File: src/pdss_pkg.sv
// shared constants and codes for the pair distance score statistics block
package pdss_pkg;

  // default sizes of the atom store
  localparam int DEF_ATOMS     = 1024;
  localparam int DEF_MAX_PAIRS = 256;

  // field widths
  localparam int COORD_W = 20;
  localparam int IDX_W   = 10;
  localparam int FUNC_W  = 2;
  localparam int SCORE_W = 17;
  localparam int FRAC_W  = 16;

  // distance arithmetic widths
  localparam int DIFF_W     = COORD_W + 1;
  localparam int SQ_OP_W    = 23;
  localparam int DIST_SQ_W  = 44;
  localparam int Q_W        = 2 * SQ_OP_W;
  localparam int DIV_NUM_W  = 47;

  // score numerator, one in Q0.16 scaled by the Q.8 distance square
  localparam logic [36:0] SCORE_NUM = 37'h10_0000_0000;
  localparam logic [SQ_OP_W-1:0] DIST_BIAS = SQ_OP_W'(1024);

  // item codes
  localparam logic [FUNC_W-1:0] FUNC_ADD   = 2'd0;
  localparam logic [FUNC_W-1:0] FUNC_QUERY = 2'd1;
  localparam logic [FUNC_W-1:0] FUNC_CLEAR = 2'd2;

  // configuration port
  localparam int CFG_AW = 1;
  localparam int CFG_DW = 32;
  localparam logic [CFG_AW-1:0] REG_SPREAD = 1'b0;

endpackage

File: src/pdss_sqrt.sv
// bit-serial integer square root, two radicand bits per cycle
module pdss_sqrt import pdss_pkg::*; #(
  parameter int RW = DIST_SQ_W
) (
  input  logic            clk,
  input  logic            rst_n,
  input  logic            go,
  input  logic [RW-1:0]   radicand,
  output logic            done,
  output logic [RW/2-1:0] root
);
  localparam int HW  = RW / 2;
  localparam int ITW = $clog2(HW + 1);

  logic [RW-1:0]  op_r;
  logic [RW-1:0]  res_r;
  logic [RW-1:0]  one_r;
  logic [RW-1:0]  trial;
  logic [ITW-1:0] cnt_r;
  logic           run_r;
  logic           done_r;

  assign trial = res_r + one_r;

  // one result bit per cycle
  always_ff @(posedge clk) begin
    if (!rst_n) begin
      run_r  <= 1'b0;
      done_r <= 1'b0;
    end else begin
      done_r <= 1'b0;
      if (go) begin
        op_r  <= radicand;
        res_r <= '0;
        one_r <= {2'b01, {(RW-2){1'b0}}};
        cnt_r <= ITW'(HW - 1);
        run_r <= 1'b1;
      end else if (run_r) begin
        if (op_r >= trial) begin
          op_r  <= op_r - trial;
          res_r <= (res_r >> 1) + one_r;
        end else begin
          res_r <= res_r >> 1;
        end
        one_r <= one_r >> 2;
        if (cnt_r == '0) begin
          run_r  <= 1'b0;
          done_r <= 1'b1;
        end else begin
          cnt_r <= cnt_r - 1'b1;
        end
      end
    end
  end

  assign done = done_r;
  assign root = res_r[HW-1:0];

endmodule

File: config.mk
export PLATFORM = sky130hd
export DESIGN_NAME = pdss_sqrt
export DESIGN_NICKNAME = d
export VERILOG_FILES = /design/src/pdss_pkg.sv /design/src/pdss_sqrt.sv
export SDC_FILE = /design/constraint.sdc
export NUM_CORES = 1
export LEC_CHECK = 0
export ABC_AREA = 1
export ABC_CLOCK_PERIOD_IN_PS = 12550
export BUFFER_PORTS_ARGS = -buffer_cell sky130_fd_sc_hd__buf_2
export CAP_MARGIN = 20
export CORE_ASPECT_RATIO = 1.1
export CORE_MARGIN = 3
export CORE_UTILIZATION = 52
export DETAILED_ROUTE_END_ITERATION = 12
export PLACE_DENSITY = 0.69
export SETUP_SLACK_MARGIN = 0.1
export SLEW_MARGIN = 20
export SYNTH_ARGS = -nofsm -noshare
export SYNTH_HDL_FRONTEND = slang
export SYNTH_SLANG_ARGS = --single-unit
File: constraint.sdc
create_clock -name clk -period 12.55 [get_ports clk]
set_clock_uncertainty 0.15 [all_clocks]
set_input_delay 3.1375 -clock clk [delete_from_list [all_inputs] [get_ports clk]]
set_output_delay 3.1375 -clock clk [all_outputs]
set_load 0.005 [all_outputs]
Word level (Yosys, flattened, before mapping)
Cells that the tools add are included.
- register bits after elaboration: 117
- input port bits: 47
- output and inout bits: 23
- add/subtract/negate cells: 4
- magnitude comparators: 1
- eq/ne operators: 1
- multiplexer cells: 12
- bitwise gates (word level): 2
- reduce and logical (&&, ||, !) cells: 7
- operators with widths (kind ; number):
    $mux W44 ; 5
    $add A43 B43 Y44 ; 1
    $add A44 B43 Y44 ; 1
    $ge A44 B44 Y1 ; 1
    $sub A44 B44 Y44 ; 1
    $mux W43 ; 1
    $mux W5 ; 2
    $reduce_and A3 Y1 ; 2
    $logic_not A5 Y1 ; 1
    $sub A5 B1 Y5 const B ; 1
    $mux W1 ; 4
    $reduce_bool A2 Y1 ; 2
    $reduce_or A3 Y1 ; 1
    $ne A2 B2 Y1 const B ; 1
    $not A1 Y1 ; 2
    $reduce_and A2 Y1 ; 1

Depth between registers and ports, before layout
- depth in word-level cells: 5
- mapped depth: 26
- gate-level depth less buffers: 26

Least setup slack after synthesis
Ideal clock, no wire load.
- kind: in2reg
- start: in go
- end: reg op_r[0], enable pin
- setup time: 399 ps
- arrival: 7654 ps
- data required time: 12001 ps
- slack: 4347 ps
- stages on the path: 5
- buffers on the path: 1
- cells stage by stage: clkbuf_1 nor2_1 nor2_1 o21ai_0 inv_1
- cells in the longest elaborated chain, start to end: 2
- elaborated cells on any way between the ends: 3
- ends and longest elaborated chain (what ; line ; source):
    start, declared ; pdss_sqrt.sv:7 ; input logic go,
    $reduce_bool A2 Y1 (no line) ; n/a ;
    $reduce_and A3 Y1 (no line) (*) ; n/a ;
    end signal, assigned ; pdss_sqrt.sv:33 ; op_r <= radicand;
    end signal, assigned ; pdss_sqrt.sv:40 ; op_r <= op_r - trial;
    end, declared ; pdss_sqrt.sv:15 ; logic [RW-1:0] op_r;
Mark *: on every way between the ends. The rest lies on a longest branch, timed or not.
A chain may end at the register's enable or synchronous reset.

Worst setup path after layout
- start: reg res_r[6]
- end: reg op_r[39], enable pin
- cells in the longest elaborated chain, start to end: 4
- ends and longest elaborated chain (what ; line ; source):
    start, declared ; pdss_sqrt.sv:16 ; logic [RW-1:0] res_r;
    start signal, assigned ; pdss_sqrt.sv:41 ; res_r <= (res_r >> 1) + one_r;
    start signal, assigned ; pdss_sqrt.sv:43 ; res_r <= res_r >> 1;
    $add A44 B43 Y44 ; pdss_sqrt.sv:23 ; assign trial = res_r + one_r;
    $ge A44 B44 Y1 ; pdss_sqrt.sv:39 ; if (op_r >= trial) begin
    $reduce_bool A2 Y1 (no line) ; n/a ;
    $reduce_and A3 Y1 (no line) ; n/a ;
Every way passes these cells.

==> results.toml <==
[status]
status = "finished, final reports clean"

[timing]
fin_setup_tns_ns = 0
setup_viol = 0
max_freq_ghz = 0.1689
rsz0062_at_grt = "false"
min_period_ns = 5.922
whs_ns = 0.2988
hold_viol_final = 0
final_max_slew_viol_count = 0
maxSlewHeadroom_pct = 32.88
finalWorstSetupSlack_ns = 6.628
finalCritPeriodShare_pct = 47.19
tightest_slew_ns = 1.005

[routing]
wl_um = 43260
topRoutingLayerUsed = "met4"
vias = 14010
drt-met1-wl_um = 18260
first_iter_violations = 1048
drc = 0
drt-wirelength-per-cell_um = 16.73
vias_per_cell = 5.421
postRouteAntennaNets = 0
wl_met3_um = 2385
wl_met2_um = 20880
first_pass_iters = 5

[critical_path]
crit_top_cell = "nand2_1"
cp-end-kind = "flip-flop"
worst-path-stages = 21
cpMaxStageDelayCell = "inv_2"
cp_max_fo = 45
cpLargestDelayFamily = "simple AND/OR/NAND/NOR gates"
worst-setup-path-type = "flip-flop to flip-flop"
arrival_ns = 5.81
critPathLaunchType = "flip-flop"
r2r_cells = 21
crit_buf_inv = 4
critical_path_required_ns = 12.44
slowest_delay_ns = 0.79
crit_path_cell_trace = "ha_1, nand2_1, o21ai_1, inv_1, nand2_1, a21oi_1, o21ai_0, nand2_1, nand3b_1, nand2_1, ha_1, nand2_1, nor2_1, inv_1, nor2_2, inv_2, nor3_2, nand2_4, nand2_8, o21ai_0, inv_2"

[place]
place_inst = 2553
dp_hpwl_um = 34290
gp_congestion = 0.9469
place_ws_ns = 6.401
port_buffers = 69

[grt]
grt_use_total_pct = 30.47
grt_pass1_vias = 13610
grt_pass1_wl_um = 68040
antenna_found_initial = 0
grt_start_max_net_pins = 86
grt-ovfl-total = 0

[clocking]
ctsHoldBuffers = 0
postCtsSetupBuffers = 0
cts.htree.levels = 4
numCtsBuffers = 17
path_clk_slew_ns = 0.07
ctsResizeCount = 0
root_buffer = "clkbuf_16"
clk_latency_ns = 0.44
clockBufferDepth = 2
cts_tree = "done"
cts_sinks = 117

[die]
fp.dieW_um = 160.2
rows = 61
ios = 70
start_util_pct = 53.37
core_area_um2 = 25490
die-height_um = 175.6
dieArea_um2 = 28140

[yosys]
synth_ff_type = "edfxtp_1"
yosys_warnings = 0
postSynthNetCount = 2341
synth_edf_count = 115
async_flop_share_pct = 0
ys_types = 44
avgSynthCellArea_um2 = 6.181
synth_area_um2 = 13600
ys_seq_elements = 117
syn_inst = 2201
seq_area_frac_synth_pct = 25.68

[pwr]
p_leak_nw = 7.429
p_per_area_nw_per_um2 = 139.6
ir_drop_v = 0.0001204

[job]
cap_viol_max_count = 0

[finish]
drive_above_1_share_pct = 6.565
instances_no_fill = 2585
final_nets = 2366
final_common_cell = "nand2_1"
syn_to_final_growth_pct = 7.542
post-route-util_pct = 57.39
mostFrequentLayoutCells = "795 x nand2_1, 312 x inv_1, 221 x nor2_1, 188 x nand3_1, 115 x edfxtp_1"
antenna_cells = 0

[min_path]
worstHoldPathCells = 2
min-delay-path-class = "flip-flop to flip-flop"
-- layout make-up --
type	instances	area [um2]
Clock inverter	14	166.4
Inverter	317	1191
Sequential cell	117	3493
Fill cell	2677	10860
Clock buffer	18	439.2
Multi-Input combinational cell	1700	8529
Tap cell	346	432.9
Timing Repair Buffer	73	377.9
-- power breakdown --
group | switching, mW | internal, mW | leakage [nW] | total [mW]
Sequential | 0.0587 | 0.500 | 1.12 | 0.558
Combinational | 0.640 | 0.321 | 6.01 | 0.962
Clock | 0.219 | 0.304 | 0.294 | 0.523
Total | 0.919 | 1.12 | 7.43 | 2.04
-- state kept, by name, indices dropped and copies added (netlist names) --
| signal | cells |
|---|---|
| res_r | 44 |
| done | 1 |
| cnt_r | 5 |
| one_r | 22 |
| op_r | 44 |
| run_r | 1 |
-- logic make-up after synthesis --
family	Yosys count	share of synthesized area, %
and+or+nand+nor	1348	42.13
buffers and inverters	384	11.68
AOI/OAI and AO/OA	191	7.523
DFF	117	25.68
adders and majority gates	93	8.608
xor gates and xnor gates	68	4.378
-- per-stage QoR --
stage	power (mW)	area (um2)
after global routing	2.188	14630
after detailed placement	1.510	14020
final	2.043	14630
after floorplan	1.277	13600
after CTS	2.033	14630
after global placement	1.491	14020
-- worst register-to-register path, delay by kind of cell, from the launching register on --
family                     cells  cell delay [ns]
AOI/OAI and AO/OA              4             0.94
adders and majority gates      2             0.81
buffers and inverters          4             0.97
DFF                            1             0.55
and+or+nand+nor               11             2.07
-- path summary, 6_finish.rpt --
| path | startpoint | end | slack (ns) |
|---|---|---|---|
| max | res_r[6] | op_r[39] | 6.63 |
| min | run_r | done | 0.30 |
| max reg2reg | res_r[6] | op_r[39] | 6.63 |
| min reg2reg | run_r | done | 0.30 |
-- cells in the mapped netlist (23+ instances only) --
library cell | number | area (um2)
nand2_1 | 795 | 2984
inv_1 | 313 | 1175
nor2_1 | 222 | 833.3
nand3_1 | 188 | 940.9
edfxtp_1 | 115 | 3453
ha_1 | 92 | 1151
a21oi_1 | 84 | 420.4
o21ai_0 | 69 | 345.3
nand4_1 | 66 | 412.9
xor2_1 | 36 | 315.3
xnor2_1 | 32 | 280.3
buf_4 | 23 | 172.7
-- layer usage --
metal,vias up,global-route usage [%]
li1,7131,-
met4,0,11.86
met2,454,53.53
met5,-,0
met3,97,3.538
met1,6332,38.32
Power figures use the tool's default switching activity.
