File: config.mk
export PLATFORM = sky130hd
export DESIGN_NAME = pdss_div
export DESIGN_NICKNAME = d
export VERILOG_FILES = /design/src/pdss_pkg.sv /design/src/pdss_div.sv
export SDC_FILE = /design/constraint.sdc
export NUM_CORES = 1
export LEC_CHECK = 0
export BUFFER_PORTS_ARGS = -buffer_cell sky130_fd_sc_hd__buf_2
export CORE_MARGIN = 2
export CORE_UTILIZATION = 30
export DETAILED_ROUTE_END_ITERATION = 6
export PLACE_DENSITY = 0.45
export REMOVE_ABC_BUFFERS = 1
export SLEW_MARGIN = 10
export SYNTH_ARGS = -nofsm -noshare
export SYNTH_HDL_FRONTEND = slang
export SYNTH_SLANG_ARGS = --single-unit
File: constraint.sdc
create_clock -name clk -period 7.22 [get_ports clk]
set_clock_uncertainty 0.2 [all_clocks]
set_input_delay 0.361 -clock clk [delete_from_list [all_inputs] [get_ports clk]]
set_output_delay 0.361 -clock clk [all_outputs]
set_load 0.02 [all_outputs]
File: src/pdss_pkg.sv
// shared constants and codes for the pair distance score statistics block
package pdss_pkg;

  // default sizes of the atom store
  localparam int DEF_ATOMS     = 1024;
  localparam int DEF_MAX_PAIRS = 256;

  // field widths
  localparam int COORD_W = 20;
  localparam int IDX_W   = 10;
  localparam int FUNC_W  = 2;
  localparam int SCORE_W = 17;
  localparam int FRAC_W  = 16;

  // distance arithmetic widths
  localparam int DIFF_W     = COORD_W + 1;
  localparam int SQ_OP_W    = 23;
  localparam int DIST_SQ_W  = 44;
  localparam int Q_W        = 2 * SQ_OP_W;
  localparam int DIV_NUM_W  = 47;

  // score numerator, one in Q0.16 scaled by the Q.8 distance square
  localparam logic [36:0] SCORE_NUM = 37'h10_0000_0000;
  localparam logic [SQ_OP_W-1:0] DIST_BIAS = SQ_OP_W'(1024);

  // item codes
  localparam logic [FUNC_W-1:0] FUNC_ADD   = 2'd0;
  localparam logic [FUNC_W-1:0] FUNC_QUERY = 2'd1;
  localparam logic [FUNC_W-1:0] FUNC_CLEAR = 2'd2;

  // configuration port
  localparam int CFG_AW = 1;
  localparam int CFG_DW = 32;
  localparam logic [CFG_AW-1:0] REG_SPREAD = 1'b0;

endpackage

File: src/pdss_div.sv
// restoring divider, one quotient bit per cycle
module pdss_div import pdss_pkg::*; #(
  parameter int NW  = DIV_NUM_W,
  parameter int DVW = Q_W
) (
  input  logic               clk,
  input  logic               rst_n,
  input  logic               go,
  input  logic [NW-1:0]      dividend,
  input  logic [DVW-1:0]     divisor,
  output logic               done,
  output logic [SCORE_W-1:0] quotient
);
  localparam int CMPW = (NW > DVW + SCORE_W - 1) ? NW : DVW + SCORE_W - 1;
  localparam int ITW  = $clog2(SCORE_W + 1);

  logic [CMPW-1:0]    rem_r;
  logic [CMPW-1:0]    dsh_r;
  logic [SCORE_W-1:0] q_r;
  logic [ITW-1:0]     cnt_r;
  logic               run_r;
  logic               done_r;
  logic               ge;

  assign ge = rem_r >= dsh_r;

  // shifted divisor walks down one place a cycle
  always_ff @(posedge clk) begin
    if (!rst_n) begin
      run_r  <= 1'b0;
      done_r <= 1'b0;
    end else begin
      done_r <= 1'b0;
      if (go) begin
        rem_r <= {{(CMPW-NW){1'b0}}, dividend};
        dsh_r <= {{(CMPW-DVW){1'b0}}, divisor} << (SCORE_W - 1);
        q_r   <= '0;
        cnt_r <= ITW'(SCORE_W - 1);
        run_r <= 1'b1;
      end else if (run_r) begin
        if (ge) begin
          rem_r <= rem_r - dsh_r;
        end
        q_r   <= {q_r[SCORE_W-2:0], ge};
        dsh_r <= dsh_r >> 1;
        if (cnt_r == '0) begin
          run_r  <= 1'b0;
          done_r <= 1'b1;
        end else begin
          cnt_r <= cnt_r - 1'b1;
        end
      end
    end
  end

  assign done     = done_r;
  assign quotient = q_r;

endmodule

# After elaboration in Yosys (flattened, before gate mapping)

Cells that the tools add are included.

Flip-flop bits (word level): 148
Latch bits: 0
Bits in writable memories: 0
Memory bits (read-only): 0
Input port bits: 96
Logic and storage cells: 33
Memories kept: 0

Add/subtract/negate cells: 2
Multiply operators: 0
Divide/modulo/power cells: 0
Magnitude comparators: 1
Equal/unequal tests: 1
Shift-type cells: 0
Multiplexer cells: 12
Bitwise operators: 2
Reductions and logical operators: 7

Operator list:

| kind                  | number |
|---|---|
| $mux W62              | 4 |
| $ge A62 B62 Y1        | 1 |
| $sub A62 B62 Y62      | 1 |
| $mux W47              | 1 |
| $mux W17              | 1 |
| $mux W5               | 2 |
| $reduce_and A3 Y1     | 2 |
| $logic_not A5 Y1      | 1 |
| $sub A5 B1 Y5 const B | 1 |
| $mux W1               | 4 |
| $reduce_bool A2 Y1    | 2 |
| $reduce_or A3 Y1      | 1 |
| $ne A2 B2 Y1 const B  | 1 |
| $not A1 Y1            | 2 |
| $reduce_and A2 Y1     | 1 |

# Longest topological paths before layout

Depth after elaboration: 4
Gate-level depth with buffers: 13

# Worst setup path before layout

Ideal clock, no wire load.

Kind: flip-flop to flip-flop
Start point: register rem_r[18]
End point: register rem_r[0] (enable)
Arrival time: 5.191 ns
Data required time: 6.518 ns
Path slack: 1.326 ns
Cell stages (with the launch flop): 11
Path buffers: 1
Clock period less this slack: 5.894 ns
Cells stage by stage: edfxtp_1 > ha_1 > clkbuf_1 > nand4_1 > or2_2 > nor2_1 > a311oi_1 > a211o_1 > o21ai_1 > a31oi_1 > a21oi_1

Longest elaborated chain between the ends: 3

RTL lines:

| what                         | RTL line       | source |
|---|---|---|
| from (decl)                  | pdss_div.sv:17 | `logic [CMPW-1:0] rem_r;` |
| from (signal assigned)       | pdss_div.sv:35 | `rem_r <= {{(CMPW-NW){1'b0}}, dividend};` |
| from (signal assigned)       | pdss_div.sv:42 | `rem_r <= rem_r - dsh_r;` |
| $ge A62 B62 Y1               | pdss_div.sv:25 | `assign ge = rem_r >= dsh_r;` |
| $reduce_bool A2 Y1 (no line) | n/a            |  |
| $reduce_and A3 Y1 (no line)  | n/a            |  |

Every way passes these cells.
A chain may end at the register's enable or synchronous reset.

# Final worst setup path

Start point: register dsh_r[0]
End point: register rem_r[20] (enable)

Longest elaborated chain between the ends: 3

RTL lines:

| what                         | RTL line       | source |
|---|---|---|
| from (decl)                  | pdss_div.sv:18 | `logic [CMPW-1:0] dsh_r;` |
| from (signal assigned)       | pdss_div.sv:36 | `dsh_r <= {{(CMPW-DVW){1'b0}}, divisor} << (SCORE_W - 1);` |
| from (signal assigned)       | pdss_div.sv:45 | `dsh_r <= dsh_r >> 1;` |
| $ge A62 B62 Y1               | pdss_div.sv:25 |  |
| $reduce_bool A2 Y1 (no line) | n/a            |  |
| $reduce_and A3 Y1 (no line)  | n/a            |  |

Every way passes these cells.

==> report_table.html <==
<table>
<tr><th>Metric</th><th>Value</th></tr>
<tr><th colspan="2">Worst hold path</th></tr>
<tr><td>Worst hold-check path type</td><td>in -&gt; reg</td></tr>
<tr><td>Worst hold path stage count</td><td>3</td></tr>
<tr><td>Hold path startpoint</td><td>divisor[28]</td></tr>
<tr><td>Sink of the worst hold path</td><td>dsh_r[44]$_DFFE_PP_</td></tr>
<tr><th colspan="2">Detailed routing</th></tr>
<tr><td>Number of iterations in the first detailed-routing pass</td><td>5</td></tr>
<tr><td>Count of unresolved DRC violations after routing</td><td>0</td></tr>
<tr><td>Final Routed Wirelength</td><td>27100 µm</td></tr>
<tr><td>Detail-routed net length per standard cell</td><td>16.4 µm</td></tr>
<tr><td>First-iteration detailed-routing DRC count</td><td>591</td></tr>
<tr><td>Antenna violation net count after detailed routing</td><td>0</td></tr>
<tr><td>Via count</td><td>8113</td></tr>
<tr><td>Detailed-route vias per instance</td><td>4.92</td></tr>
<tr><th colspan="2">STA</th></tr>
<tr><td>Measured slew at the worst slew-check pin</td><td>1.02 ns</td></tr>
<tr><td>Final worst hold slack</td><td>0.00896 ns</td></tr>
<tr><td>Final hold violation count</td><td>0</td></tr>
<tr><td>Part of the cycle the worst path needs</td><td>0.631</td></tr>
<tr><td>FMAX</td><td>219 MHz</td></tr>
<tr><td>Number of failing setup endpoints in the final timing report</td><td>0</td></tr>
<tr><td>Accumulated negative setup slack</td><td>0 ns</td></tr>
<tr><td>Remaining max-slew budget at the tightest pin</td><td>0.319</td></tr>
<tr><td>Setup repair after global routing missed its margin</td><td>false</td></tr>
<tr><td>Final Max Tran Viols</td><td>0</td></tr>
<tr><td>Fin crit period</td><td>4.56 ns</td></tr>
<tr><th colspan="2">Global routing</th></tr>
<tr><td>Global-route wire length before repair</td><td>43000 µm</td></tr>
<tr><td>Congestion Overflow GR</td><td>0</td></tr>
<tr><td>Number of antenna violations at the first check in global routing</td><td>0</td></tr>
<tr><td>Via count of the first global-routing pass</td><td>8094</td></tr>
<tr><td>Pin count of the biggest net entering global routing</td><td>97</td></tr>
<tr><td>Global-route usage over all layers</td><td>0.161</td></tr>
<tr><th colspan="2">Die</th></tr>
<tr><td>Number of standard-cell rows in the floorplan</td><td>66</td></tr>
<tr><td>Die outline width</td><td>186 µm</td></tr>
<tr><td>I/O pins</td><td>114</td></tr>
<tr><td>Area of the die</td><td>34400 µm²</td></tr>
<tr><td>Initial Utilization</td><td>0.304</td></tr>
<tr><td>Chip Height</td><td>186 µm</td></tr>
<tr><td>Area of the placeable core</td><td>32500 µm²</td></tr>
<tr><th colspan="2">Layout</th></tr>
<tr><td>Area taken by multi-input logic gates</td><td>4950 µm²</td></tr>
<tr><td>Fraction of layout instances using a drive strength above 1</td><td>0.138</td></tr>
<tr><td>Fillers</td><td>3425</td></tr>
<tr><td>Antenna cells</td><td>0</td></tr>
<tr><td>Register area</td><td>4420 µm²</td></tr>
<tr><td>Total number of nets in the final design</td><td>1353</td></tr>
<tr><td>Relative area change from synthesis to final layout</td><td>18.6%</td></tr>
<tr><th colspan="2">Clock network</th></tr>
<tr><td>Number of CTS-inserted buffers</td><td>17</td></tr>
<tr><td>Number of buffers between clock root and the deepest sink</td><td>2</td></tr>
<tr><td>TritonCTS clock tree</td><td>built</td></tr>
<tr><td>Htree depth</td><td>4</td></tr>
<tr><td>Number of clock sinks</td><td>148</td></tr>
<tr><td>CTS clock-pin slew for the worst setup and hold paths</td><td>0.07 ns</td></tr>
<tr><td>Post-CTS setup buffer count</td><td>0</td></tr>
<tr><td>CTS root buffer</td><td>clkbuf_16</td></tr>
<tr><td>Worst skew pair latency</td><td>0.44 ns</td></tr>
<tr><th colspan="2">Worst setup path</th></tr>
<tr><td>Start point of the critical path</td><td>dsh_r[0]$_SDFFCE_PP0P_</td></tr>
<tr><td>Reg2Reg Capture Point</td><td>rem_r[20]$_DFFE_PP_</td></tr>
<tr><td>Required time of the worst setup path</td><td>7.10 ns</td></tr>
<tr><td>Startpoint of the worst-slack reg-to-reg timing path</td><td>dsh_r[0]$_SDFFCE_PP0P_</td></tr>
<tr><td>Flop-to-flop setup slack</td><td>2.66 ns</td></tr>
<tr><td>Depth of the most critical reg-to-reg path</td><td>13</td></tr>
<tr><td>Maximum fanout encountered on the critical timing path</td><td>35</td></tr>
<tr><td>Critical path launch point type</td><td>flip-flop</td></tr>
<tr><td>Critical path endpoint category</td><td>flip-flop</td></tr>
<tr><td>Crit path arrival time</td><td>4.43 ns</td></tr>
<tr><td>Kind of critical path</td><td>reg -&gt; reg</td></tr>
<tr><th colspan="2">Yosys</th></tr>
<tr><td>Number of synthesized flops with an enable pin</td><td>146</td></tr>
<tr><td>Count of state elements after synthesis</td><td>148</td></tr>
<tr><td>Cell Area, Synth</td><td>9890 µm²</td></tr>
<tr><td>Most used flip-flop cell after synthesis</td><td>edfxtp_1</td></tr>
<tr><td>Biggest area contributors in the synthesized netlist</td><td>edfxtp_1 (44%), ha_1 (8.0%), o21ai_0 (6.0%)</td></tr>
<tr><td>Number of warnings issued by yosys</td><td>0</td></tr>
<tr><td>Post-Syn Instances</td><td>1090</td></tr>
<tr><td>Sequential fraction of the synthesis area</td><td>0.447</td></tr>
<tr><td>Per-instance average area after synthesis</td><td>9.07 µm²</td></tr>
<tr><td>Yosys top cell area share</td><td>0.443</td></tr>
<tr><td>Number of unique standard cell types used by synthesis</td><td>61</td></tr>
<tr><td>Library cell with the largest summed area after synthesis</td><td>edfxtp_1</td></tr>
<tr><td>Share of flip-flops with an asynchronous set or reset</td><td>0</td></tr>
<tr><th colspan="2">Flow run</th></tr>
<tr><td>Number of max-cap violations</td><td>0</td></tr>
<tr><th colspan="2">Outcome</th></tr>
<tr><td>Result of the run</td><td>completed</td></tr>
<tr><th colspan="2">Power</th></tr>
<tr><td>Max IR drop VDD</td><td>173 µV</td></tr>
<tr><td>Leakage</td><td>4.81 nW</td></tr>
<tr><td>Ratio of total power to cell area</td><td>239 nW/µm²</td></tr>
<tr><th colspan="2">Placement</th></tr>
<tr><td>PortBufs</td><td>113</td></tr>
<tr><td>Routability congestion estimate from global placement</td><td>0.834</td></tr>
<tr><td>DP HPWL</td><td>20000 µm</td></tr>
</table>
-- worst max-delay path: stages, from the launching register on --
cell	delay [ns]
edfxtp_1	0.39
ha_1	0.21
inv_1	0.07
fa_1	0.21
nand3_1	0.14
a21oi_1	0.22
o21ai_0	0.17
nand2_1	0.21
a311oi_1	0.15
a211o_1	0.35
o21ai_1	0.22
a31oi_1	0.20
a21oi_4	0.84
buf_4	0.58
-- final cells by class --
type	count	share of cell area
clock buffers	18	0.0375
multi-input cells	807	0.422
clock inverters	14	0.0190
well taps	442	0.0472
flip-flops and latches	148	0.377
inverters	78	0.0251
repair buffers	141	0.0716
-- state kept, by name, summed over array words and instances, names as in the netlist --
register / flops
dsh_r: 62
rem_r: 62
quotient: 17
cnt_r: 5
done: 1
run_r: 1
-- repair_timing --
action                     CTS  global route
gates resized for setup      0             0
hold buffers                23             0
setup endpoints to repair    0             0
hold endpoints to repair    23             0
-- cells in the final DEF (no fill, tap or decap), drive strengths merged, types with 18 or more instances in the layout --
master and n:
xnor2 31, nor2b 26, inv 81, nor2 76, nand4 27, buf 118, dlygate4sd3 23, a21o 32
xor2 18, edfxtp 146, nand3 18, o21ai 128, ha 63, clkbuf 18, nand2 155, nor3 23
a21oi 80
-- cell families after synthesis --
kind of cell             Yosys count  share of synthesized area
AND/OR/NAND/NOR                  371                      0.174
AO/OA/AOI/OAI                    316                      0.193
flip-flops                       148                      0.447
multiplexers                       7                    0.00785
adder cells (fa/ha/maj)           64                     0.0818
buffers and inverters            135                     0.0526
XOR/XNOR                          49                     0.0434
-- where the power goes --
| part | switching (W) | total (W) | internal (W) |
|---|---|---|---|
| registers | 0.0000192 | 0.00106 | 0.00104 |
| logic | 0.000445 | 0.000723 | 0.000278 |
| clock network | 0.000401 | 0.00103 | 0.000628 |
| total | 0.000865 | 0.00281 | 0.00194 |
-- synth_stat cells (4+ instances only) --
master    number
nor2_1        76
o21ai_0      119
o31ai_1        4
or2_2          4
a31oi_1       10
and3_1        11
clkbuf_1      45
nor3_1        23
nand3_1       18
nor3b_1        5
edfxtp_1     146
a211oi_1       8
o21a_1        10
xor2_1        18
buf_2          9
ha_1          63
inv_1         78
nor2b_1       26
and2_1         9
nand2b_1       5
a21oi_1       77
o21ai_1        9
a21boi_0       5
o21bai_1      11
nand2_1      154
xnor2_1       31
a221oi_1       4
a21o_1        32
nand4_1       27
-- worst max path at each step --
stage | to | slack, ns | cells past startpoint
after floorplan | rem_r[0]$_DFFE_PP_ | 1.42 | 10
after global placement | rem_r[29]$_DFFE_PP_ | 2.77 | 11
after detailed placement | rem_r[20]$_DFFE_PP_ | 2.64 | 13
after CTS | rem_r[39]$_DFFE_PP_ | 2.62 | 13
after global routing | rem_r[20]$_DFFE_PP_ | 2.34 | 13
final | rem_r[20]$_DFFE_PP_ | 2.66 | 13
-- per-layer routing --
metal / up-vias / GRT usage / share of wire
met5: - / 0 / 0
met4: 0 / 0.0409 / 0.011
met3: 24 / 0.0266 / 0.035
met2: 169 / 0.261 / 0.45
met1: 3810 / 0.223 / 0.50
li1: 4110 / - / -
-- per-stage QoR --
step	cell area, µm²	instances	setup slack (ns)	utilization	power (W)
after detailed placement	10800	1593	2.64	0.333	0.00179
after floorplan	9660	1033	1.42	-	0.00157
after global routing	11700	1648	2.34	0.360	0.00296
final	11700	1648	2.66	0.360	0.00281
after CTS	11700	1648	2.62	0.360	0.00283
after global placement	10800	1593	2.77	0.333	0.00179
(Power assumes the default switching activity.)
