## src/pdss_pkg.sv

```systemverilog
// shared constants and codes for the pair distance score statistics block
package pdss_pkg;

  // default sizes of the atom store
  localparam int DEF_ATOMS     = 1024;
  localparam int DEF_MAX_PAIRS = 256;

  // field widths
  localparam int COORD_W = 20;
  localparam int IDX_W   = 10;
  localparam int FUNC_W  = 2;
  localparam int SCORE_W = 17;
  localparam int FRAC_W  = 16;

  // distance arithmetic widths
  localparam int DIFF_W     = COORD_W + 1;
  localparam int SQ_OP_W    = 23;
  localparam int DIST_SQ_W  = 44;
  localparam int Q_W        = 2 * SQ_OP_W;
  localparam int DIV_NUM_W  = 47;

  // score numerator, one in Q0.16 scaled by the Q.8 distance square
  localparam logic [36:0] SCORE_NUM = 37'h10_0000_0000;
  localparam logic [SQ_OP_W-1:0] DIST_BIAS = SQ_OP_W'(1024);

  // item codes
  localparam logic [FUNC_W-1:0] FUNC_ADD   = 2'd0;
  localparam logic [FUNC_W-1:0] FUNC_QUERY = 2'd1;
  localparam logic [FUNC_W-1:0] FUNC_CLEAR = 2'd2;

  // configuration port
  localparam int CFG_AW = 1;
  localparam int CFG_DW = 32;
  localparam logic [CFG_AW-1:0] REG_SPREAD = 1'b0;

endpackage

```

## src/pdss_mul.sv

```systemverilog
// shift-add multiplier, one multiplier bit per cycle
module pdss_mul import pdss_pkg::*; #(
  parameter int MCW = 41,
  parameter int MPW = 25,
  parameter int PW  = 50
) (
  input  logic           clk,
  input  logic           rst_n,
  input  logic           go,
  input  logic [MCW-1:0] mcand,
  input  logic [MPW-1:0] mplier,
  output logic           done,
  output logic [PW-1:0]  product
);
  localparam int ITW = $clog2(MPW + 1);

  logic [PW-1:0]  acc_r;
  logic [PW-1:0]  mc_r;
  logic [MPW-1:0] mp_r;
  logic [ITW-1:0] cnt_r;
  logic           run_r;
  logic           done_r;

  // add the shifted multiplicand for each set multiplier bit
  always_ff @(posedge clk) begin
    if (!rst_n) begin
      run_r  <= 1'b0;
      done_r <= 1'b0;
    end else begin
      done_r <= 1'b0;
      if (go) begin
        acc_r <= '0;
        mc_r  <= {{(PW-MCW){1'b0}}, mcand};
        mp_r  <= mplier;
        cnt_r <= ITW'(MPW - 1);
        run_r <= 1'b1;
      end else if (run_r) begin
        if (mp_r[0]) begin
          acc_r <= acc_r + mc_r;
        end
        mc_r <= mc_r << 1;
        mp_r <= mp_r >> 1;
        if (cnt_r == '0) begin
          run_r  <= 1'b0;
          done_r <= 1'b1;
        end else begin
          cnt_r <= cnt_r - 1'b1;
        end
      end
    end
  end

  assign done    = done_r;
  assign product = acc_r;

endmodule

```

## config.mk

```make
export PLATFORM = sky130hd
export DESIGN_NAME = pdss_mul
export DESIGN_NICKNAME = d
export VERILOG_FILES = /design/src/pdss_pkg.sv /design/src/pdss_mul.sv
export SDC_FILE = /design/constraint.sdc
export NUM_CORES = 1
export LEC_CHECK = 0
export BUFFER_PORTS_ARGS = -buffer_cell sky130_fd_sc_hd__buf_2
export CAP_MARGIN = 20
export CORE_MARGIN = 1
export CORE_UTILIZATION = 40
export CTS_CLUSTER_SIZE = 30
export DETAILED_ROUTE_END_ITERATION = 10
export PLACE_DENSITY = 0.57
export SLEW_MARGIN = 30
export SYNTH_ARGS = -nofsm -noshare
export SYNTH_HDL_FRONTEND = slang
export SYNTH_SLANG_ARGS = --single-unit
```

## constraint.sdc

```tcl
create_clock -name clk -period 8.4 [get_ports clk]
set_clock_uncertainty 0.15 [all_clocks]
set_input_delay 0.42 -clock clk [delete_from_list [all_inputs] [get_ports clk]]
set_output_delay 0.42 -clock clk [all_outputs]
set_load 0.05 [all_outputs]
```

Word-level counts from Yosys, hierarchy flattened. Cells that the tools add are included.

Flip-flop bits (word level): 132. Input port bits: 69. Output and inout port bits: 51. Word-level logic and storage cells: 31.

Add/sub/neg operators: 2. Equal/unequal tests: 1. Multiplexer cells: 12. Bitwise gates (word level): 2. Reductions and logical operators: 7.

Operators by type and width (count): 2-to-1 mux 50 bit (3); adder 50 bit (1); 2-to-1 mux 25 bit (2); 2-to-1 mux 41 bit (1); 2-to-1 mux 5 bit (2); AND reduction 3 bit (2); zero test 5 bit (1); subtractor 5 x 1 -> 5 bit, second input constant (1); 2-to-1 mux 1 bit (4); nonzero test 2 bit (2); OR reduction 3 bit (1); != test 2 bit, second input constant (1); NOT 1 bit (2); AND reduction 2 bit (1).

Logic depth before layout (Yosys ltp). Gate-level depths: netlist (run 1).

Word-level depth: 4. Mapped depth: 12. Gate-level depth less buffers: 12.

Worst setup path before layout (run 1). OpenSTA, ideal clock, no wires.

Path type: input -> register. Start: input port go. End: register acc_r[0] (netlist: product[0]), enable pin. Library setup time: 0.464 ns. Data arrival time: 3.502 ns. Data required time: 7.786 ns. Path slack: 4.284 ns. Stages: 5. Cell sequence: clkbuf_1 clkbuf_1 buf_1 a21oi_1 nor2b_1.

Longest elaborated chain between the ends: 2.

RTL lines: from (decl) (line pdss_mul.sv:9) `input logic go,`; nonzero test 2 bit (no source line); AND reduction 3 bit (no source line) *; to (signal assigned) (line pdss_mul.sv:39) `acc_r <= acc_r + mc_r;`; to (decl) (line pdss_mul.sv:17) `logic [PW-1:0] acc_r;`.

Mark *: on every way between the ends. The rest lies on a longest branch, timed or not. A chain may end at the register's enable or synchronous reset.

Final worst setup path (run 1).
Start: register acc_r[0] (netlist: product[0]). End: register acc_r[44] (netlist: product[44]) (data pin).

Longest elaborated chain between the ends: 3.

RTL lines: adder 50 bit (line pdss_mul.sv:39); 2-to-1 mux 50 bit (line pdss_mul.sv:38) `if (mp_r[0]) begin`; 2-to-1 mux 50 bit (line pdss_mul.sv:37) `end else if (run_r) begin`.

No other way between the ends. The select of a mux whose other input is x is not followed.

==> reports/qor.txt, run 1 <==
Gpl congestion: 0.8758
TritonCTS buffer count: 17
CTS Hold Bufs: 0
Simple-gate area share of the yosys netlist: 0.1188
Fin nets: 942
Synth Area in Compound Gates: 0.1394
Die H: 143.1 um
Worst VDD drop: 0.0001750 V
Dpl hpwl: 13270 um
Worst hold path type: input pin to register
Synth warn: 0
Mapped Area: 0.007959 mm2
Fin area: 0.009447 mm2
CP Capture Type: register
Crit path launch type: register
Fin. max-slew vios: 0
Syn avg cell area: 11.19 um2
Largest net degree at the start of global routing: 74
Syn_nets: 831
Number of flops mapped to enable cells by yosys: 130
Worst Path Arrival: 3.54 ns
Initial antenna violation count: 0
Vias in the first global route: 5777
Leak Pwr: 3.832 nW
Post-synth top area share: 0.4905
Routed wire per std cell: 16.74 um
Vias/cell: 5.338
Status: complete, no violations
FF+latch count, synth: 132
Netlist cell types: 56
Clk pwr share: 0.364
Core area: 0.01946 mm2
Post-DRT Antenna Nets: 0
Post-synthesis mux area share: 0.09181
Power Density: 226.0 mW/mm2
Comb pwr share: 0.250
Sink Count: 132
Congestion Overflow GR: 0
CP required: 8.38 ns
Max-cap violation count: 0
FP Rows: 51
Num ports: 120
Final WL: 18410 um
Worst hold start: mcand[2]
Worst-Skew Late Latency: 0.42 ns
Worst slew margin: 0.4345
Sequential share of the synthesized area: 0.4955
DR vias: 5872
Final Hold Fails: 0
RSZ-0062 raised after global routing: no
Setup violators final: 0
CP Class: register to register
Final min period: 3.556 ns
Cell type with the largest total area after synthesis: edfxtp_1
Maximum clock rate: 281.2 MHz
Peak fanout along the critical path: 5
All-Layer GR Usage: 0.1889
DRT iter0 DRCs: 344
Post-cts resize count: 0
Post-DP Area: 0.008832 mm2
CTS root buf: clkbuf_16
Initial Util: 0.4089
Async set-reset flop share out of synthesis: 0
IO Port Bufs: 119
Critical path origin: product[0]
Final Cycle Share: 0.4233
Pre-antenna DRT Iters: 5
Mapped Cells: 711
Post-Synth Adder-Cell Area: 0.08112
Power Total: 2.135 mW
Largest family of logic cells by synthesized area: compound AO/OA/AOI/OAI gates
Post-Synth XOR/XNOR Area: 0.04952
Dpl ws: 4.851 ns
Sequential Power Share: 0.385
Switching power share of the total: 0.3034
Switching power: 647.8 uW
Layout area overhead: 18.69%
Setup TNS: 0 ns
Worst setup margin: 4.844 ns
# H-tree levels: 4
Setup bufs post-CTS: 0
N_diodes: 0
Clock slew at reported path FFs: 0.06 ns
First-pass GRT wire length: 29590 um
Layout cells sized above 1: 0.2743
Max Root-Sink Buffers: 2
Post-route DRC: 0
CTS tree: done
Pint: 1.487 mW
Core Util, Final: 0.4854
Reg2reg start: product[0]
Die footprint: 0.02046 mm2
Die W: 143.1 um
Worst slew pin tran: 0.8483 ns
Synth area leaders: edfxtp_1, mux2_2, ha_1
Main flop type after synthesis: edfxtp_1
==> synthesized netlist by cell type, drive strengths merged, types with 4 or more instances <==
cell type,count
o21ai,36
a21o,26
and3,6
xnor2,27
xor2,18
nor4,5
edfxtp,130
nor2b,24
a211oi,7
nand2,43
o21a,6
o21bai,6
mux2,64
nor3,9
a21oi,55
ha,50
nor2,70
nand3,11
and2,4
inv,20
nand4,11
clkbuf,27
a31oi,11
==> cell families (layout without fill, tap and decap cells) <==
logic type,Yosys count,in the layout
adders and majority gates,51,51
AOI/OAI and AO/OA,171,171
muxes,65,65
buffers and inverters,50,174
and+or+nand+nor,197,197
xor gates and xnor gates,45,45
DFF,132,132
==> cell type report <==
class | instances | area (um2)
fill | 1782 | 10020
sequential | 132 | 3944
multi-input combinational | 529 | 3841
timing repair buffer | 122 | 640.6
clock buffer | 18 | 429.2
tap | 265 | 331.6
clock inverter | 14 | 185.2
inverter | 20 | 75.07
==> path summary, 6_finish.rpt <==
path                  to  slack, ns  depth (start not counted)
min reg2reg         done       0.36                          1
min              mc_r[2]       0.14                          3
max          product[44]       4.84                         12
max reg2reg  product[44]       4.84                         12
==> stage by stage <==
stage	hold slack, ns	std cells
2_1_floorplan	0.3251	711
3_3_place_gp	0.3479	1067
3_5_place_dp	0.3560	1068
4_1_cts	0.1287	1100
5_1_grt	0.1375	1100
6_report	0.1416	1100
==> sequential cells by signal, summed over array words and instances (netlist names) <==
name and count:
product 50, done 1, mp_r 25, mc_r 50, cnt_r 5, run_r 1
==> worst max-delay path, stage by stage (launching register included) <==
cell and delay (ns):
edfxtp_1 0.36, ha_1 0.20, inv_1 0.06, fa_1 0.38
nor2b_1 0.20, o2111ai_1 0.16, a31oi_1 0.33, nor2_1 0.12
o21ai_1 0.32, a31oi_1 0.33, nor4_1 0.44, o21a_1 0.16
nor3_1 0.05
==> cells in the final DEF (no fill, tap or decap), types with 4 or more instances in the layout <==
cell	n
ha_1	50
o21bai_1	6
nor4_1	5
nor3_1	9
a21oi_1	55
xor2_1	18
buf_2	118
a21o_1	26
o21ai_0	33
clkbuf_16	17
inv_1	20
bufinv_16	4
nand2_1	43
nor2b_1	23
mux2_2	63
and3_1	6
a211oi_1	6
a31oi_1	10
o21a_1	5
nand4_1	11
clkinv_2	4
nor2_1	70
xnor2_1	27
edfxtp_1	130
nand3_1	10
==> routing by layer <==
layer / part of all wire / routed length [um] / GRT usage
met3: 0.061 / 1125 / 0.05667
met4: 0.014 / 258 / 0.05603
met1: 0.47 / 8684 / 0.2453
met5: 0 / 0 / 0
met2: 0.45 / 8344 / 0.3022
==> power groups by stage <==
stage               logic [mW]  clock network [mW]  registers, mW
floorplan                0.331                   0          0.907
global placement         0.528                   0          0.836
detailed placement       0.532                   0          0.836
CTS                      0.536               0.792          0.823
global route             0.588               0.818          0.829
finish                   0.535               0.778          0.823
Note: power is estimated with default switching activity, not from simulation.
==> run 2, diff against run 1 <==
==> constraint.sdc (replaced) <==
create_clock -name clk -period 3.68 [get_ports clk]
set_clock_uncertainty 0.15 [all_clocks]
set_input_delay 0.184 -clock clk [delete_from_list [all_inputs] [get_ports clk]]
set_output_delay 0.184 -clock clk [all_outputs]
set_load 0.05 [all_outputs]
==> run 2 against run 1 <==
Effect of this change: count of clock-buffer cells in the layout decreased by 1; global-route usage increased by 0.73 points; maximum frequency increased by 0.50%; non-clock buffer count increased by 71; worst setup slack got worse by 4.7 ns; first-iteration DRC count decreased by 15%; combinational power increased by 140%; critical path type unchanged; critical endpoint is now product[46]; highest routed layer unchanged.
==> reports/qor.txt, run 2 (synthesized netlist as in run 1, its figures left out) <==
Peak fanout along the critical path: 7
Crit path launch type: register
Num ports: 120
Final WL: 19280 um
Fin. max-slew vios: 0
Sequential Power Share: 0.383
CTS root buf: clkbuf_16
Post-route DRC: 0
Congestion Overflow GR: 0
Status: complete, no violations
Worst path top cell family by delay: simple AND/OR/NAND/NOR gates
Worst Path Arrival: 3.56 ns
Final min period: 3.538 ns
Final Hold Fails: 0
Leak Pwr: 4.110 nW
Setup violators final: 0
CP Capture Type: register
CP Class: register to register
Vias in the first global route: 6200
DR vias: 6118
First-pass GRT wire length: 30810 um
Worst hold path type: input pin to register
Die W: 143.1 um
N_diodes: 0
Pint: 3.374 mW
Max Root-Sink Buffers: 2
Switching power share of the total: 0.3110
Worst path slowest cell: or4_1
Worst slew pin tran: 0.8939 ns
Max-cap violation count: 0
Core area: 0.01946 mm2
Post-DP Area: 0.008855 mm2
Most frequent cells in the layout: edfxtp_1, buf_2, nor2_1
Layout cells sized above 1: 0.2594
CP required: 3.70 ns
Pre-antenna DRT Iters: 4
Final Cycle Share: 0.9615
Worst-Skew Late Latency: 0.43 ns
Layout area overhead: 27.28%
# H-tree levels: 4
Dpl ws: 0.1132 ns
Worst setup margin: 0.1417 ns
IO Port Bufs: 119
Clk pwr share: 0.354
TritonCTS buffer count: 17
Routed wire per std cell: 16.47 um
DRT iter0 DRCs: 293
CTS tree: done
Post-DRT Antenna Nets: 0
Critical Path Max Stage Delay: 0.58 ns
Cells after DPL: 1072
Comb pwr share: 0.263
Dpl hpwl: 13560 um
Buf+Inv Stages, Crit Path: 0
Fin cells: 1171
Switching power: 1.523 mW
Worst VDD drop: 0.0003426 V
Gpl congestion: 0.8807
RSZ-0062 raised after global routing: yes
Most common cell after layout, fill and taps aside: edfxtp_1
Initial Util: 0.4089
Maximum clock rate: 282.6 MHz
Largest net degree at the start of global routing: 77
Die footprint: 0.02046 mm2
Core Util, Final: 0.5205
Vias/cell: 5.225
Worst slew margin: 0.4041
Die H: 143.1 um
Fin nets: 1013
Fin area: 0.01013 mm2
Power Density: 483.4 mW/mm2
Initial antenna violation count: 0
Fillers: 1722
All-Layer GR Usage: 0.1962
Clock slew at reported path FFs: 0.06 ns
Sink Count: 132
FP Rows: 51
Crit path cell chain: ha_1, and2_4, a221oi_2, nor2b_1, or4_1, o21ai_1, nand3_2, and4_4, a211oi_2, mux2_1
==> run 2: stage by stage <==
| step | setup TNS (ns) | power (mW) | hold slack [ns] |
|---|---|---|---|
| after detailed placement | 0 | 3.129 | 0.3213 |
| after floorplan | 0 | 2.824 | 0.1865 |
| after global routing | -0.06573 | 5.116 | 0.1215 |
| final | 0 | 4.897 | 0.08666 |
| after CTS | 0 | 4.911 | 0.08846 |
| after global placement | 0 | 3.118 | 0.3214 |
==> run 2: path summary, 6_finish.rpt <==
check	from	endpoint	slack [ns]	cells after the start
worst max-delay path	product[13]	product[46]	0.14	10
worst min-delay path	go	product[45]	0.09	2
worst max register to register	product[13]	product[46]	0.14	10
worst min register to register	run_r	done	0.36	1
==> run 2: cell type report <==
| cell class | count | area [um2] | area share |
|---|---|---|---|
| Tap cell | 265 | 331.6 | 0.03273 |
| Clock buffer | 17 | 425.4 | 0.04200 |
| Inverter | 20 | 75.07 | 0.007411 |
| Sequential cell | 132 | 3944 | 0.3893 |
| Multi-Input combinational cell | 529 | 3855 | 0.3806 |
| Timing Repair Buffer | 193 | 1334 | 0.1317 |
| Clock inverter | 15 | 165.2 | 0.01630 |
==> run 2: repair_timing <==
action,in CTS,in global routing
endpoints found under the setup margin,0,7
setup buffers,0,0
resized for setup,0,3
hold buffers,67,0
endpoints found under the hold margin,67,0
==> run 2: power by group through the flow <==
stage | sequential (mW) | combinational [mW] | clock [mW]
2_1_floorplan | 2.07 | 0.755 | 0
3_3_place_gp | 1.90 | 1.21 | 0
3_5_place_dp | 1.91 | 1.22 | 0
4_1_cts | 1.88 | 1.28 | 1.75
5_1_grt | 1.89 | 1.42 | 1.81
6_report | 1.88 | 1.29 | 1.73
==> run 2: worst register-to-register path, stage by stage (launching register included) <==
cell	delay, ns
edfxtp_1	0.39
ha_1	0.42
and2_4	0.21
a221oi_2	0.28
nor2b_1	0.08
or4_1	0.58
o21ai_1	0.20
nand3_2	0.17
and4_4	0.24
a211oi_2	0.21
mux2_1	0.35
==> run 2: per-layer routing <==
layer	routed length, um	vias up	track usage	share of wire
li1	-	3021	-	-
met1	8990	2901	0.2514	0.47
met2	8949	168	0.3220	0.46
met3	993	28	0.04393	0.051
met4	350	0	0.07414	0.018
met5	0	-	0	0
==> run 3, diff against run 2 <==
--- a/config.mk
+++ b/config.mk
@@ -5,13 +5,14 @@
 export SDC_FILE = /design/constraint.sdc
 export NUM_CORES = 1
 export LEC_CHECK = 0
-export BUFFER_PORTS_ARGS = -buffer_cell sky130_fd_sc_hd__buf_2
 export CAP_MARGIN = 20
 export CORE_MARGIN = 1
 export CORE_UTILIZATION = 40
 export CTS_CLUSTER_SIZE = 30
 export DETAILED_ROUTE_END_ITERATION = 10
-export PLACE_DENSITY = 0.57
+export DONT_BUFFER_PORTS = 1
+export HOLD_SLACK_MARGIN = 0.06
+export PLACE_DENSITY = 0.52
 export SLEW_MARGIN = 30
 export SYNTH_ARGS = -nofsm -noshare
 export SYNTH_HDL_FRONTEND = slang
==> run 3 against run 2 <==
Effect of this change: sequential share of layout area up 1.3 points; largest power group unchanged; power down 2.7%; design area down 3.3%; worst setup slack better by 0.038 ns; flip-flop and latch count unchanged; maximum frequency up 1.1%.
==> reports/qor.txt, run 3 (synthesized netlist as in run 1, its figures left out) <==
Worst path slowest cell: or4_1
Final Hold Fails: 0
Layout cells sized above 1: 0.1835
GR peak layer: met2
Vias in the first global route: 5890
Die H: 143.1 um
Initial antenna violation count: 0
Peak fanout along the critical path: 6
Worst path top cell family by delay: simple AND/OR/NAND/NOR gates
Gpl congestion: 0.8287
DRT iter0 DRCs: 429
Max-cap violation count: 0
Worst VDD drop: 0.0003857 V
N_diodes: 0
CTS root buf: clkbuf_16
Fin. max-slew vios: 0
TritonCTS buffer count: 17
Final Cycle Share: 0.9513
RSZ-0062 raised after global routing: no
Post-DRT Antenna Nets: 0
Buf+Inv Stages, Crit Path: 0
Worst slew margin: 0.4837
Power Density: 486.6 mW/mm2
Crit path launch type: register
CP Capture Type: register
Setup TNS: 0 ns
Post-route DRC: 0
# H-tree levels: 4
GR Util met2: 0.3053
GR Util met1: 0.2508
Largest net degree at the start of global routing: 131
Worst-Skew Late Latency: 0.42 ns
GR met3 Demand/Resource: 0.06103
Setup violators final: 0
Crit path cell chain: ha_1, a21o_1, a221oi_2, nor2b_1, or4_1, o21ai_1, nand3_2, and4_4, a211oi_2, mux2_1
Final min period: 3.501 ns
Clock slew at reported path FFs: 0.06 ns
All-Layer GR Usage: 0.1919
CTS tree: done
Leak Pwr: 3.807 nW
Final WL: 18700 um
DR vias: 5830
Vias/cell: 5.358
Sink Count: 132
CP Class: register to register
Worst slew pin tran: 0.7744 ns
Dpl hpwl: 12940 um
Fillers: 1750
Die footprint: 0.02046 mm2
Most common cell after layout, fill and taps aside: edfxtp_1
Pre-antenna DRT Iters: 5
Congestion Overflow GR: 0
Core area: 0.01946 mm2
Dpl ws: 0.05273 ns
Maximum clock rate: 285.7 MHz
FP Rows: 51
Die W: 143.1 um
Routed wire per std cell: 17.19 um
Critical Path Max Stage Delay: 0.57 ns
IO Port Bufs: 0
CP required: 3.70 ns
Max Root-Sink Buffers: 2
First-pass GRT wire length: 30090 um
Layout area overhead: 23.05%
Worst setup margin: 0.1792 ns
Setup bufs post-CTS: 0
Most frequent cells in the layout: edfxtp_1, nor2_1, dlygate4sd3_1
Num ports: 120
Worst hold path type: input pin to register
Fin nets: 931
Status: complete, no violations
Worst Path Arrival: 3.52 ns
Initial Util: 0.4089
[run 3: changes by cell type in the layout (fill, tap and decap cells not counted), sizes merged]
cell | previous run | this run
clkinvlp | 3 | 1
clkbuf | 17 | 20
bufinv | 3 | 2
clkinv | 9 | 8
buf | 126 | 43
dlygate4sd3 | 67 | 68
[run 3: stage by stage]
stage	hold WS, ns	utilization	cells	instance area (um2)	power [mW]
after detailed placement	0.1986	0.4371	988	8507	3.079
after CTS	0.09487	0.5017	1088	9764	4.797
after floorplan	0.1865	-	711	7961	2.824
after global placement	0.1957	0.4371	988	8507	3.069
after global routing	0.1365	0.5032	1088	9793	4.997
final	0.1168	0.5032	1088	9793	4.765
[run 3: timing repair]
item,4_1_cts,5_1_grt
hold endpoints to repair,148,0
resized for setup,0,5
hold buffers,69,0
setup endpoints to repair,0,6
[run 3: final cells by class]
class / count / area, um2 / area share
clock inverter: 11 / 112.6 / 0.01150
tap: 265 / 331.6 / 0.03386
sequential: 132 / 3944 / 0.4027
inverter: 20 / 75.07 / 0.007666
multi-input combinational: 529 / 3870 / 0.3952
timing repair buffer: 111 / 1023 / 0.1045
clock buffer: 20 / 436.7 / 0.04459
[run 3: where the power goes]
part / internal (mW) / total, mW / leakage, nW / switching [mW]
sequential: 1.82 / 1.93 / 1.26 / 0.113
clock: 0.984 / 1.62 / 0.268 / 0.631
combinational: 0.493 / 1.22 / 2.27 / 0.727
total: 3.29 / 4.76 / 3.81 / 1.47
[run 3: path summary, 6_finish.rpt]
| kind | startpoint | end | slack (ns) | cells after the start |
|---|---|---|---|---|
| worst min-delay path | go | product[49] | 0.12 | 4 |
| worst min register to register | mp_r[1] | mp_r[0] | 0.39 | 1 |
| worst max register to register | product[11] | product[46] | 0.18 | 10 |
| worst max-delay path | product[11] | product[46] | 0.18 | 10 |
[run 3: tightest hold or removal path, cell delays in order]
cell and delay, ns:
or3_1 0.11, nor2_1 0.04, nand2_1 0.05, o311ai_0 0.11
[run 3: per-layer routing]
| layer | part of all wire | up-vias |
|---|---|---|
| met5 | 0 | - |
| met4 | 0.013 | 0 |
| met3 | 0.065 | 15 |
| met2 | 0.47 | 163 |
| met1 | 0.45 | 2791 |
| li1 | - | 2861 |
